--- src/tcce_pkg.sv ---
`default_nettype none

package tcce_pkg;

    localparam int unsigned BYTE_W = 8;
    localparam int unsigned OUT_W  = 11;

    localparam logic [BYTE_W-1:0] TEXT_ATTR  = 8'h0F;
    localparam logic [BYTE_W-1:0] BODY_ATTR  = 8'h1F;
    localparam logic [BYTE_W-1:0] SPACE_CHAR = 8'h20;
    localparam logic [BYTE_W-1:0] CHAR_NUL   = 8'h00;
    localparam logic [BYTE_W-1:0] CHAR_BS    = 8'h08;
    localparam logic [BYTE_W-1:0] CHAR_TAB   = 8'h09;
    localparam logic [BYTE_W-1:0] CHAR_NL    = 8'h0A;

    typedef enum logic [2:0] {
        CH_NUL,
        CH_NL,
        CH_TAB,
        CH_BS,
        CH_PRINT
    } t_ch_class;

    // which result word the datapath builds
    typedef enum logic [2:0] {
        RES_PRINT,
        RES_CLEAR,
        RES_CTRL,
        RES_TSPACE,
        RES_PAD,
        RES_BS_RUN,
        RES_BS_CELL
    } t_res_sel;

    typedef enum logic [1:0] {
        FLAG_ZERO,
        FLAG_ONE,
        FLAG_TXT
    } t_flag_val;

    typedef enum logic [2:0] {
        PTR_HOLD,
        PTR_LOAD,
        PTR_ZERO,
        PTR_INC,
        PTR_DEC
    } t_ptr_op;

    typedef enum logic [1:0] {
        CUR_KEEP,
        CUR_PTR,
        CUR_ZERO
    } t_cur_op;

    typedef struct packed {
        logic      capture;
        logic      emit;
        t_res_sel  res_sel;
        logic      last;
        logic      mem_we;
        logic      addr_from_ptr;
        t_flag_val wdata;
        logic      mem_rd;
        t_ptr_op   ptr_op;
        t_cur_op   cur_op;
    } t_dp_cmd;

    typedef struct packed {
        logic      kind;
        t_ch_class ch_class;
        logic      out_free;
        logic      pad_empty;
        logic      walk_stop;
        logic      cur_zero;
        logic      ptr_zero;
        logic      ptr_last;
        logic      rd_flag;
        logic      run_nonempty;
    } t_dp_status;

endpackage

`default_nettype wire

--- src/tcce_ctrl.sv ---
`default_nettype none

module tcce_ctrl (
    input  wire                  i_clk,
    input  wire                  i_rst_n,
    input  wire                  i_in_valid,
    output logic                 o_in_ready,
    input  tcce_pkg::t_dp_status i_status,
    output tcce_pkg::t_dp_cmd    o_cmd
);

    import tcce_pkg::*;

    typedef enum logic [3:0] {
        S_SWEEP,
        S_IDLE,
        S_DECODE,
        S_PRINT,
        S_CLR_EMIT,
        S_PAD_CTRL,
        S_PAD_SPACE,
        S_PAD_WALK,
        S_PAD_EMIT,
        S_BS_CTRL,
        S_BS_RD,
        S_BS_CHK,
        S_BS_RUN,
        S_BS_CELL,
        S_COMMIT
    } t_state;

    t_state r_state;
    t_state n_state;

    always_comb begin
        n_state       = r_state;
        o_in_ready    = 1'b0;
        o_cmd.capture       = 1'b0;
        o_cmd.emit          = 1'b0;
        o_cmd.res_sel       = RES_CTRL;
        o_cmd.last          = 1'b0;
        o_cmd.mem_we        = 1'b0;
        o_cmd.addr_from_ptr = 1'b0;
        o_cmd.wdata         = FLAG_ZERO;
        o_cmd.mem_rd        = 1'b0;
        o_cmd.ptr_op        = PTR_HOLD;
        o_cmd.cur_op        = CUR_KEEP;

        case (r_state)
            S_SWEEP: begin
                o_cmd.mem_we        = 1'b1;
                o_cmd.addr_from_ptr = 1'b1;
                o_cmd.wdata         = FLAG_ZERO;
                if (i_status.ptr_last) begin
                    o_cmd.cur_op = CUR_ZERO;
                    n_state      = S_IDLE;
                end else begin
                    o_cmd.ptr_op = PTR_INC;
                end
            end
            S_IDLE: begin
                o_in_ready = 1'b1;
                if (i_in_valid) begin
                    o_cmd.capture = 1'b1;
                    o_cmd.ptr_op  = PTR_LOAD;
                    n_state       = S_DECODE;
                end
            end
            S_DECODE: begin
                if (i_status.kind) begin
                    n_state = S_CLR_EMIT;
                end else begin
                    case (i_status.ch_class)
                        CH_NUL:   n_state = S_IDLE;
                        CH_NL:    n_state = S_PAD_CTRL;
                        CH_TAB:   n_state = S_PAD_CTRL;
                        CH_BS:    n_state = S_BS_CTRL;
                        default:  n_state = S_PRINT;
                    endcase
                end
            end
            S_PRINT: begin
                if (i_status.out_free) begin
                    o_cmd.emit    = 1'b1;
                    o_cmd.res_sel = RES_PRINT;
                    o_cmd.last    = 1'b1;
                    o_cmd.mem_we  = 1'b1;
                    o_cmd.wdata   = FLAG_TXT;
                    o_cmd.ptr_op  = PTR_INC;
                    n_state       = S_COMMIT;
                end
            end
            S_CLR_EMIT: begin
                if (i_status.out_free) begin
                    o_cmd.emit    = 1'b1;
                    o_cmd.res_sel = RES_CLEAR;
                    o_cmd.last    = 1'b1;
                    o_cmd.ptr_op  = PTR_ZERO;
                    n_state       = S_SWEEP;
                end
            end
            S_PAD_CTRL: begin
                if (i_status.out_free) begin
                    o_cmd.emit    = 1'b1;
                    o_cmd.res_sel = RES_CTRL;
                    n_state       = S_PAD_SPACE;
                end
            end
            S_PAD_SPACE: begin
                if (i_status.out_free) begin
                    o_cmd.emit    = 1'b1;
                    o_cmd.res_sel = RES_TSPACE;
                    o_cmd.last    = i_status.pad_empty;
                    o_cmd.mem_we  = 1'b1;
                    o_cmd.wdata   = FLAG_ONE;
                    o_cmd.ptr_op  = PTR_INC;
                    n_state       = i_status.pad_empty ? S_COMMIT : S_PAD_WALK;
                end
            end
            S_PAD_WALK: begin
                // one filler cell per cycle until the next stop or screen end
                if (i_status.walk_stop) begin
                    n_state = S_PAD_EMIT;
                end else begin
                    o_cmd.mem_we        = 1'b1;
                    o_cmd.addr_from_ptr = 1'b1;
                    o_cmd.wdata         = FLAG_ZERO;
                    o_cmd.ptr_op        = PTR_INC;
                end
            end
            S_PAD_EMIT: begin
                if (i_status.out_free) begin
                    o_cmd.emit    = 1'b1;
                    o_cmd.res_sel = RES_PAD;
                    o_cmd.last    = 1'b1;
                    n_state       = S_COMMIT;
                end
            end
            S_BS_CTRL: begin
                if (i_status.out_free) begin
                    o_cmd.emit    = 1'b1;
                    o_cmd.res_sel = RES_CTRL;
                    if (i_status.cur_zero) begin
                        n_state = S_BS_CELL;
                    end else begin
                        o_cmd.ptr_op = PTR_DEC;
                        n_state      = S_BS_RD;
                    end
                end
            end
            S_BS_RD: begin
                o_cmd.mem_rd = 1'b1;
                n_state      = S_BS_CHK;
            end
            S_BS_CHK: begin
                if (i_status.ptr_zero || i_status.rd_flag) begin
                    n_state = i_status.run_nonempty ? S_BS_RUN : S_BS_CELL;
                end else begin
                    o_cmd.ptr_op = PTR_DEC;
                    n_state      = S_BS_RD;
                end
            end
            S_BS_RUN: begin
                // skipped cells were all read as clear, so no flag writes here
                if (i_status.out_free) begin
                    o_cmd.emit    = 1'b1;
                    o_cmd.res_sel = RES_BS_RUN;
                    n_state       = S_BS_CELL;
                end
            end
            S_BS_CELL: begin
                if (i_status.out_free) begin
                    o_cmd.emit          = 1'b1;
                    o_cmd.res_sel       = RES_BS_CELL;
                    o_cmd.last          = 1'b1;
                    o_cmd.mem_we        = 1'b1;
                    o_cmd.addr_from_ptr = 1'b1;
                    o_cmd.wdata         = FLAG_ZERO;
                    n_state             = S_COMMIT;
                end
            end
            S_COMMIT: begin
                o_cmd.cur_op = CUR_PTR;
                n_state      = S_IDLE;
            end
            default: begin
                n_state = S_IDLE;
            end
        endcase
    end

    always_ff @(posedge i_clk) begin
        if (!i_rst_n) begin
            r_state <= S_SWEEP;
        end else begin
            r_state <= n_state;
        end
    end

endmodule

`default_nettype wire

--- src/tcce_dpath.sv ---
`default_nettype none

module tcce_dpath #(
    parameter int unsigned COLUMNS  = 80,
    parameter int unsigned ROWS     = 24,
    parameter int unsigned TAB_STOP = 4
) (
    input  wire                                   i_clk,
    input  wire                                   i_rst_n,
    input  wire                                   i_kind,
    input  wire  [tcce_pkg::BYTE_W-1:0]           i_char_code,
    input  wire  [tcce_pkg::BYTE_W-1:0]           i_colour,
    input  tcce_pkg::t_dp_cmd                     i_cmd,
    output tcce_pkg::t_dp_status                  o_status,
    output logic                                  o_out_valid,
    input  wire                                   i_out_ready,
    output logic                                  o_serial_valid,
    output logic [tcce_pkg::BYTE_W-1:0]           o_serial_byte,
    output logic                                  o_write_valid,
    output logic [tcce_pkg::OUT_W-1:0]            o_first_cell,
    output logic [tcce_pkg::OUT_W-1:0]            o_cell_count,
    output logic [tcce_pkg::BYTE_W-1:0]           o_glyph,
    output logic [tcce_pkg::BYTE_W-1:0]           o_attribute,
    output logic                                  o_attr_only,
    output logic                                  o_last
);

    import tcce_pkg::*;

    localparam int unsigned CELLS = COLUMNS * ROWS;
    localparam int unsigned AW    = $clog2(CELLS);
    localparam int unsigned PW    = $clog2(CELLS + 1);
    localparam int unsigned CLW   = $clog2(COLUMNS);
    localparam int unsigned TBW   = $clog2(TAB_STOP);

    // captured word
    logic              r_kind;
    logic [BYTE_W-1:0] r_char;
    logic [BYTE_W-1:0] r_colour;

    // cursor and walking pointer, each with its column and tab phase
    logic [AW-1:0]  r_cursor,  n_cursor;
    logic [CLW-1:0] r_cur_col, n_cur_col;
    logic [TBW-1:0] r_cur_tab, n_cur_tab;
    logic [PW-1:0]  r_ptr,     n_ptr;
    logic [CLW-1:0] r_ptr_col, n_ptr_col;
    logic [TBW-1:0] r_ptr_tab, n_ptr_tab;

    logic           r_flags [CELLS];
    logic           r_rd_flag;
    logic [AW-1:0]  mem_addr;
    logic           mem_wbit;

    logic           r_out_valid;
    logic           r_serial_valid;
    logic [BYTE_W-1:0] r_serial_byte;
    logic           r_write_valid;
    logic [OUT_W-1:0] r_first_cell;
    logic [OUT_W-1:0] r_cell_count;
    logic [BYTE_W-1:0] r_glyph;
    logic [BYTE_W-1:0] r_attribute;
    logic           r_attr_only;
    logic           r_last;

    logic           n_serial_valid;
    logic [BYTE_W-1:0] n_serial_byte;
    logic           n_write_valid;
    logic [PW-1:0]  n_first_p;
    logic [PW-1:0]  n_count_p;
    logic [BYTE_W-1:0] n_glyph;
    logic [BYTE_W-1:0] n_attribute;
    logic           n_attr_only;
    logic [PW+OUT_W-1:0] first_ext;
    logic [PW+OUT_W-1:0] count_ext;

    logic [PW-1:0]  cur_ext;
    logic           is_nl;
    logic           is_text;
    logic           out_free;
    t_ch_class      ch_class;

    assign cur_ext  = PW'(r_cursor);
    assign is_nl    = (r_char == CHAR_NL);
    assign is_text  = (r_colour == TEXT_ATTR);
    assign out_free = !r_out_valid || i_out_ready;

    always_comb begin
        case (r_char)
            CHAR_NUL: ch_class = CH_NUL;
            CHAR_NL:  ch_class = CH_NL;
            CHAR_TAB: ch_class = CH_TAB;
            CHAR_BS:  ch_class = CH_BS;
            default:  ch_class = CH_PRINT;
        endcase
    end

    always_comb begin
        o_status.kind      = r_kind;
        o_status.ch_class  = ch_class;
        o_status.out_free  = out_free;
        o_status.pad_empty = (r_cursor == AW'(CELLS - 1)) ||
                             (is_nl ? (r_cur_col == CLW'(COLUMNS - 1))
                                    : (r_cur_tab == TBW'(TAB_STOP - 1)));
        o_status.walk_stop = (r_ptr == PW'(CELLS)) ||
                             (is_nl ? (r_ptr_col == '0) : (r_ptr_tab == '0));
        o_status.cur_zero     = (r_cursor == '0);
        o_status.ptr_zero     = (r_ptr == '0);
        o_status.ptr_last     = (r_ptr == PW'(CELLS - 1));
        o_status.rd_flag      = r_rd_flag;
        o_status.run_nonempty = (cur_ext > (r_ptr + PW'(1)));
    end

    always_ff @(posedge i_clk) begin
        if (i_cmd.capture) begin
            r_kind   <= i_kind;
            r_char   <= i_char_code;
            r_colour <= i_colour;
        end
    end

    always_comb begin
        n_ptr     = r_ptr;
        n_ptr_col = r_ptr_col;
        n_ptr_tab = r_ptr_tab;
        case (i_cmd.ptr_op)
            PTR_LOAD: begin
                n_ptr     = cur_ext;
                n_ptr_col = r_cur_col;
                n_ptr_tab = r_cur_tab;
            end
            PTR_ZERO: begin
                n_ptr     = '0;
                n_ptr_col = '0;
                n_ptr_tab = '0;
            end
            PTR_INC: begin
                n_ptr     = r_ptr + PW'(1);
                n_ptr_col = (r_ptr_col == CLW'(COLUMNS - 1)) ? '0 : r_ptr_col + CLW'(1);
                n_ptr_tab = (r_ptr_tab == TBW'(TAB_STOP - 1)) ? '0 : r_ptr_tab + TBW'(1);
            end
            PTR_DEC: begin
                n_ptr     = r_ptr - PW'(1);
                n_ptr_col = (r_ptr_col == '0) ? CLW'(COLUMNS - 1) : r_ptr_col - CLW'(1);
                n_ptr_tab = (r_ptr_tab == '0) ? TBW'(TAB_STOP - 1) : r_ptr_tab - TBW'(1);
            end
            default: begin
                n_ptr = r_ptr;
            end
        endcase
    end

    always_comb begin
        n_cursor  = r_cursor;
        n_cur_col = r_cur_col;
        n_cur_tab = r_cur_tab;
        case (i_cmd.cur_op)
            CUR_PTR: begin
                // stepping past the last cell wraps to cell 0
                if (r_ptr == PW'(CELLS)) begin
                    n_cursor  = '0;
                    n_cur_col = '0;
                    n_cur_tab = '0;
                end else begin
                    n_cursor  = r_ptr[AW-1:0];
                    n_cur_col = r_ptr_col;
                    n_cur_tab = r_ptr_tab;
                end
            end
            CUR_ZERO: begin
                n_cursor  = '0;
                n_cur_col = '0;
                n_cur_tab = '0;
            end
            default: begin
                n_cursor = r_cursor;
            end
        endcase
    end

    always_ff @(posedge i_clk) begin
        if (!i_rst_n) begin
            r_cursor  <= '0;
            r_cur_col <= '0;
            r_cur_tab <= '0;
            r_ptr     <= '0;
            r_ptr_col <= '0;
            r_ptr_tab <= '0;
        end else begin
            r_cursor  <= n_cursor;
            r_cur_col <= n_cur_col;
            r_cur_tab <= n_cur_tab;
            r_ptr     <= n_ptr;
            r_ptr_col <= n_ptr_col;
            r_ptr_tab <= n_ptr_tab;
        end
    end

    // text flag store
    assign mem_addr = i_cmd.addr_from_ptr ? r_ptr[AW-1:0] : r_cursor;

    always_comb begin
        case (i_cmd.wdata)
            FLAG_ONE: mem_wbit = 1'b1;
            FLAG_TXT: mem_wbit = is_text;
            default:  mem_wbit = 1'b0;
        endcase
    end

    always_ff @(posedge i_clk) begin
        if (i_cmd.mem_we) begin
            r_flags[mem_addr] <= mem_wbit;
        end
        if (i_cmd.mem_rd) begin
            r_rd_flag <= r_flags[r_ptr[AW-1:0]];
        end
    end

    // result word
    always_comb begin
        n_serial_valid = 1'b0;
        n_serial_byte  = '0;
        n_write_valid  = 1'b1;
        n_first_p      = '0;
        n_count_p      = PW'(1);
        n_glyph        = SPACE_CHAR;
        n_attribute    = BODY_ATTR;
        n_attr_only    = 1'b0;
        case (i_cmd.res_sel)
            RES_PRINT: begin
                n_serial_valid = is_text;
                n_serial_byte  = is_text ? r_char : '0;
                n_first_p      = cur_ext;
                n_glyph        = r_char;
                n_attribute    = r_colour;
            end
            RES_CLEAR: begin
                n_count_p = PW'(CELLS);
            end
            RES_CTRL: begin
                n_serial_valid = 1'b1;
                n_serial_byte  = r_char;
                n_write_valid  = 1'b0;
                n_count_p      = '0;
                n_glyph        = '0;
                n_attribute    = '0;
            end
            RES_TSPACE: begin
                n_serial_valid = 1'b1;
                n_serial_byte  = SPACE_CHAR;
                n_first_p      = cur_ext;
                n_attribute    = TEXT_ATTR;
            end
            RES_PAD: begin
                n_first_p = cur_ext + PW'(1);
                n_count_p = r_ptr - cur_ext - PW'(1);
            end
            RES_BS_RUN: begin
                n_first_p   = r_ptr + PW'(1);
                n_count_p   = cur_ext - r_ptr - PW'(1);
                n_glyph     = '0;
                n_attr_only = 1'b1;
            end
            RES_BS_CELL: begin
                n_first_p = r_ptr;
            end
            default: begin
                n_write_valid = 1'b0;
            end
        endcase
    end

    assign first_ext = {{OUT_W{1'b0}}, n_first_p};
    assign count_ext = {{OUT_W{1'b0}}, n_count_p};

    always_ff @(posedge i_clk) begin
        if (!i_rst_n) begin
            r_out_valid <= 1'b0;
        end else if (i_cmd.emit) begin
            r_out_valid <= 1'b1;
        end else if (i_out_ready) begin
            r_out_valid <= 1'b0;
        end
    end

    always_ff @(posedge i_clk) begin
        if (i_cmd.emit) begin
            r_serial_valid <= n_serial_valid;
            r_serial_byte  <= n_serial_byte;
            r_write_valid  <= n_write_valid;
            r_first_cell   <= first_ext[OUT_W-1:0];
            r_cell_count   <= count_ext[OUT_W-1:0];
            r_glyph        <= n_glyph;
            r_attribute    <= n_attribute;
            r_attr_only    <= n_attr_only;
            r_last         <= i_cmd.last;
        end
    end

    assign o_out_valid    = r_out_valid;
    assign o_serial_valid = r_serial_valid;
    assign o_serial_byte  = r_serial_byte;
    assign o_write_valid  = r_write_valid;
    assign o_first_cell   = r_first_cell;
    assign o_cell_count   = r_cell_count;
    assign o_glyph        = r_glyph;
    assign o_attribute    = r_attribute;
    assign o_attr_only    = r_attr_only;
    assign o_last         = r_last;

endmodule

`default_nettype wire

--- src/text_console_cursor_engine_unit.sv ---
`default_nettype none

// Text console cursor engine: takes one word at a time (a character with its
// attribute, or a clear-screen command) and returns up to three result words
// (none for NUL) describing serial echo and screen cell runs, the final one
// marked by o_last. No new word is accepted until the previous one is processed.
// Newline and tab write the flag store one filler cell per cycle (up to
// COLUMNS-1 or TAB_STOP-1 filler cells). Backspace walks back to the nearest
// text cell or cell 0 with one registered flag-store read per step, and
// recolors the filler cells it passes. Clear, and the clearing pass after
// reset, sweep the whole flag store (ROWS*COLUMNS cells) one cell per cycle,
// during which no word is accepted. Stalls on the result side hold the engine
// in its emit states.
module text_console_cursor_engine_unit #(
    parameter int unsigned COLUMNS  = 80,
    parameter int unsigned ROWS     = 24,
    parameter int unsigned TAB_STOP = 4
) (
    input  wire                              i_clk,
    input  wire                              i_rst_n,
    input  wire                              i_in_valid,
    output logic                             o_in_ready,
    input  wire                              i_kind,
    input  wire  [tcce_pkg::BYTE_W-1:0]      i_char_code,
    input  wire  [tcce_pkg::BYTE_W-1:0]      i_colour,
    output logic                             o_out_valid,
    input  wire                              i_out_ready,
    output logic                             o_serial_valid,
    output logic [tcce_pkg::BYTE_W-1:0]      o_serial_byte,
    output logic                             o_write_valid,
    output logic [tcce_pkg::OUT_W-1:0]       o_first_cell,
    output logic [tcce_pkg::OUT_W-1:0]       o_cell_count,
    output logic [tcce_pkg::BYTE_W-1:0]      o_glyph,
    output logic [tcce_pkg::BYTE_W-1:0]      o_attribute,
    output logic                             o_attr_only,
    output logic                             o_last
);

    import tcce_pkg::*;

    t_dp_cmd    dp_cmd;
    t_dp_status dp_status;

    tcce_ctrl u_ctrl (
        .i_clk      (i_clk),
        .i_rst_n    (i_rst_n),
        .i_in_valid (i_in_valid),
        .o_in_ready (o_in_ready),
        .i_status   (dp_status),
        .o_cmd      (dp_cmd)
    );

    tcce_dpath #(
        .COLUMNS  (COLUMNS),
        .ROWS     (ROWS),
        .TAB_STOP (TAB_STOP)
    ) u_dpath (
        .i_clk          (i_clk),
        .i_rst_n        (i_rst_n),
        .i_kind         (i_kind),
        .i_char_code    (i_char_code),
        .i_colour       (i_colour),
        .i_cmd          (dp_cmd),
        .o_status       (dp_status),
        .o_out_valid    (o_out_valid),
        .i_out_ready    (i_out_ready),
        .o_serial_valid (o_serial_valid),
        .o_serial_byte  (o_serial_byte),
        .o_write_valid  (o_write_valid),
        .o_first_cell   (o_first_cell),
        .o_cell_count   (o_cell_count),
        .o_glyph        (o_glyph),
        .o_attribute    (o_attribute),
        .o_attr_only    (o_attr_only),
        .o_last         (o_last)
    );

endmodule

`default_nettype wire

--- config.mk ---
export PLATFORM = sky130hd
export DESIGN_NAME = text_console_cursor_engine_unit
export DESIGN_NICKNAME = d
export VERILOG_FILES = /design/src/tcce_pkg.sv /design/src/tcce_ctrl.sv /design/src/tcce_dpath.sv /design/src/text_console_cursor_engine_unit.sv
export SDC_FILE = /design/constraint.sdc
export NUM_CORES = 2
export LEC_CHECK = 0
export BUFFER_PORTS_ARGS = -buffer_cell sky130_fd_sc_hd__buf_2
export CORE_MARGIN = 2
export CORE_UTILIZATION = 45
export CTS_BUF_LIST = sky130_fd_sc_hd__clkbuf_4 sky130_fd_sc_hd__clkbuf_8
export DETAILED_ROUTE_END_ITERATION = 10
export MAX_ROUTING_LAYER = met4
export PLACE_DENSITY = 0.56
export SYNTH_ARGS = -nofsm -noshare
export SYNTH_HDL_FRONTEND = slang
export SYNTH_SLANG_ARGS = --single-unit
--- constraint.sdc ---
create_clock -name i_clk -period 211.2 [get_ports i_clk]
set_clock_uncertainty 0.1 [all_clocks]
set_input_delay 42.24 -clock i_clk [delete_from_list [all_inputs] [get_ports i_clk]]
set_output_delay 42.24 -clock i_clk [all_outputs]
set_load 0.02 [all_outputs]
==> impl_metrics.env <==
export IMPL_worst_endpoint_arrival_ns=49.98
export IMPL_min_to="u_dpath.r_cur_col[2]"
export IMPL_core_area_sq_um=200000
export IMPL_maxCapViolCount=0
export IMPL_vias_per_cell=6.17
export IMPL_worst_slack_ns=161.82
export IMPL_p_clk_share_pct=35.3
export IMPL_p_leak_uw=0.0350
export IMPL_fin_cells=9478
export IMPL_grt_pass1_vias=57100
export IMPL_num_io_pins=73
export IMPL_cts_buffers=355
export IMPL_area_sequential_sq_um=60600
export IMPL_internal_power_uw=672
export IMPL_dr_pass1_iters=5
export IMPL_grt_start_max_net_pins=261
export IMPL_hpwl_microns=155000
export IMPL_grt_pass1_wl_microns=411000
export IMPL_ys_types=78
export IMPL_hold_violations=0
export IMPL_power_uw=977
export IMPL_die_area_sq_um=205000
export IMPL_holdPathStages=2
export IMPL_maxSlewHeadroom_pct=11.6
export IMPL_start_util_pct=45.3
export IMPL_rr_endpoint="u_dpath.r_flags[1269]"
export IMPL_fin_crit_sh_pct=23.4
export IMPL_synth_warnings=0
export IMPL_die_y_microns=452
export IMPL_antenna_found_initial=9
export IMPL_end_kind="register"
export IMPL_synthesis_area_sq_um=90500
export IMPL_cts_resized=0
export IMPL_nets=6634
export IMPL_r2r_cells=12
export IMPL_p_comb_share_pct=19.3
export IMPL_seq_area_frac_synth_pct=67.0
export IMPL_syn_avg_cell_area_sq_um=13.7
export IMPL_worstSetupStartpointType="primary input"
export IMPL_power_frac_seq_pct=45.4
export IMPL_synth_fp_nets=6675
export IMPL_crit_fanout=121
export IMPL_synthToLayoutAreaGrowth_pct=10.1
export IMPL_num_vias=58500
export IMPL_cp_required_ns=211.79
export IMPL_cts_hold_buffers_added=0
export IMPL_min_from="u_dpath.r_cur_col[2]"
export IMPL_r2r_slack_ns=202.47
export IMPL_io_buffer_count=72
export IMPL_path_class="in2reg"
export IMPL_sw_frac_of_total_pct=31.2
export IMPL_grt_overflow_total=0
export IMPL_cts_tree="done"
export IMPL_cts_setup_buffers=0
export IMPL_hold_path_class="reg2reg"
export IMPL_ant_nets=0
export IMPL_drcViolationCount=0
export IMPL_rows=164
export IMPL_gp_congestion=0.862
export IMPL_rsz0062_at_grt="false"
export IMPL_dp_cells=8868
export IMPL_totalWireLength_microns=289000
export IMPL_status="finished, final reports clean"
export IMPL_multi_input_area_sq_um=27300
export IMPL_fill_cells=17400
export IMPL_ys_async_sr_fraction_pct=0
export IMPL_drv_slew=0
export IMPL_wl_per_cell_microns=30.5
export IMPL_cts_max_path_buffers=4
export IMPL_ir_worst_vdd_v=0.00000771
export IMPL_powerDensity_nw_per_um2=9.80
export IMPL_grtUsageTotal_pct=28.9
export IMPL_fp_dieW_microns=452
export IMPL_clk_pin_slew_ns=0.06
export IMPL_r2r_start="u_ctrl.r_state[1]"
export IMPL_worst_slew_pin_slew_ns=1.32
export IMPL_switchingPower_uw=305
export IMPL_place_ws_ns=161.01
export IMPL_period_minus_slack_ns=49.38
export IMPL_cts_root_buf="clkbuf_8"
export IMPL_netlist_instances=6610
export IMPL_finalSetupViolations=0
export IMPL_htree_levels=5
export IMPL_finalSetupTns_ns=0
export IMPL_clk_latency_ns=1.10
export IMPL_synth_seq_cells=2033
export IMPL_fmax_ghz=0.0202
export IMPL_cts_sinks=2033
export IMPL_yosys_most_used_dff="edfxtp_1"
export IMPL_synth_edff_count=1988
export IMPL_drtIter0Drc=7718
export IMPL_drive_above_1_share_pct=19.0
==> layout make-up <==
cell class | instances | area share [%]
multi-input combinational | 3898 | 27.4
clock buffer | 495 | 6.03
inverter | 49 | 0.192
clock inverter | 107 | 0.537
tap | 2656 | 3.33
antenna | 8 | 0.0201
sequential | 2033 | 60.8
timing repair buffer | 232 | 1.67
==> critical path, stage by stage <==
cell and delay, ns:
buf_2 0.11, nor2b_1 0.68, nor2_1 0.34, nand2_1 0.18, inv_1 0.07, ha_1 0.32, nor2_4 0.61, buf_4 0.78
buf_4 0.85, buf_4 0.83, buf_4 0.75, buf_4 0.92, buf_4 0.83
==> state kept, by name, summed over array words and instances, names as in the netlist, 4 cells and up <==
register,count
u_ctrl.r_state,4
u_dpath.cur_ext,11
u_dpath.o_attribute,8
u_dpath.o_cell_count,11
u_dpath.o_first_cell,11
u_dpath.o_glyph,8
u_dpath.o_serial_byte,8
u_dpath.r_char,8
u_dpath.r_colour,8
u_dpath.r_cur_col,7
u_dpath.r_flags,1920
u_dpath.r_ptr,11
u_dpath.r_ptr_col,7
==> synth_stat cells (all sizes together), types with 17 or more instances <==
library cell	number	area share, %
a22oi	60	0.50
nand3	80	0.44
o221ai	17	0.16
edfxtp	1988	66
o211ai	19	0.16
a21o	18	0.15
and3	17	0.12
nand2	286	1.2
ha	42	0.58
a21oi	94	0.52
nor3	55	0.31
a31oi	31	0.21
a221oi	48	0.46
xnor2	23	0.22
mux4	429	11
mux2i	179	2.0
o22ai	28	0.20
clkbuf	373	1.5
mux2	22	0.27
nand4	25	0.17
o21ai	128	0.71
nor2b	23	0.16
buf	257	1.6
a211oi	20	0.17
inv	45	0.19
dfxtp	45	1.0
a221o	20	0.22
nor2	2079	8.6
==> per-stage QoR <==
| stage | hold WS, ns | utilization [%] | cell area (sq um) |
|---|---|---|---|
| 2_1_floorplan | 0.401 | - | 90500 |
| 3_3_place_gp | 0.420 | 46.6 | 93100 |
| 3_5_place_dp | 0.428 | 46.6 | 93100 |
| 4_1_cts | 0.445 | 49.9 | 99700 |
| 5_1_grt | 0.467 | 49.9 | 99700 |
| 6_report | 0.446 | 49.9 | 99700 |
==> how the worst max path moves through the flow <==
stage	startpoint	to	slack, ns
4_1_cts	i_out_ready	u_dpath.r_flags[97]	162.12
3_5_place_dp	i_out_ready	u_dpath.r_flags[1649]	161.01
5_1_grt	i_out_ready	u_dpath.r_flags[101]	161.28
6_report	i_out_ready	u_dpath.r_flags[1264]	161.82
3_3_place_gp	i_out_ready	u_dpath.r_flags[512]	161.24
2_1_floorplan	i_out_ready	u_dpath.r_flags[0]	114.71
==> power by group through the flow <==
stage | registers, uW | clock network (uW) | logic [uW]
floorplan | 447 | 0 | 105
global placement | 451 | 0 | 185
detailed placement | 452 | 0 | 186
CTS | 443 | 349 | 186
global route | 443 | 367 | 193
finish | 443 | 345 | 189
==> cell families after synthesis <==
| logic type | share of synthesized area, % |
|---|---|
| xor+xnor | 0.271 |
| flops | 67.0 |
| compound gates | 4.52 |
| simple gates | 11.4 |
| mux | 12.9 |
| buf+inv | 3.33 |
| fa+ha+maj | 0.625 |
==> routing by layer <==
metal | GRT usage [%] | up-vias | share of wire [%]
li1 | - | 24300 | -
met1 | 38.8 | 30700 | 40
met5 | - | - | 0
met2 | 44.4 | 2999 | 47
met3 | 4.73 | 553 | 9.1
met4 | 10.9 | 0 | 3.8
==> cell usage in the layout (no fill, tap or decap), drive strengths merged, types with 18 or more instances in the layout <==
master and instances:
a31oi 31, mux2 22, o21ai 128, dfxtp 45, ha 42, o211ai 19, nand4 25, nor3 55
buf 232, nor2b 23, clkinv 97, mux4 429, clkbuf 495, a21o 18, a221oi 48, nand2 286
nand3 80, xnor2 23, inv 47, o22ai 28, a221o 20, nor2 2079, a22oi 60, edfxtp 1988
a211oi 20, a21oi 94, mux2i 179
(Power assumes the default switching activity.)
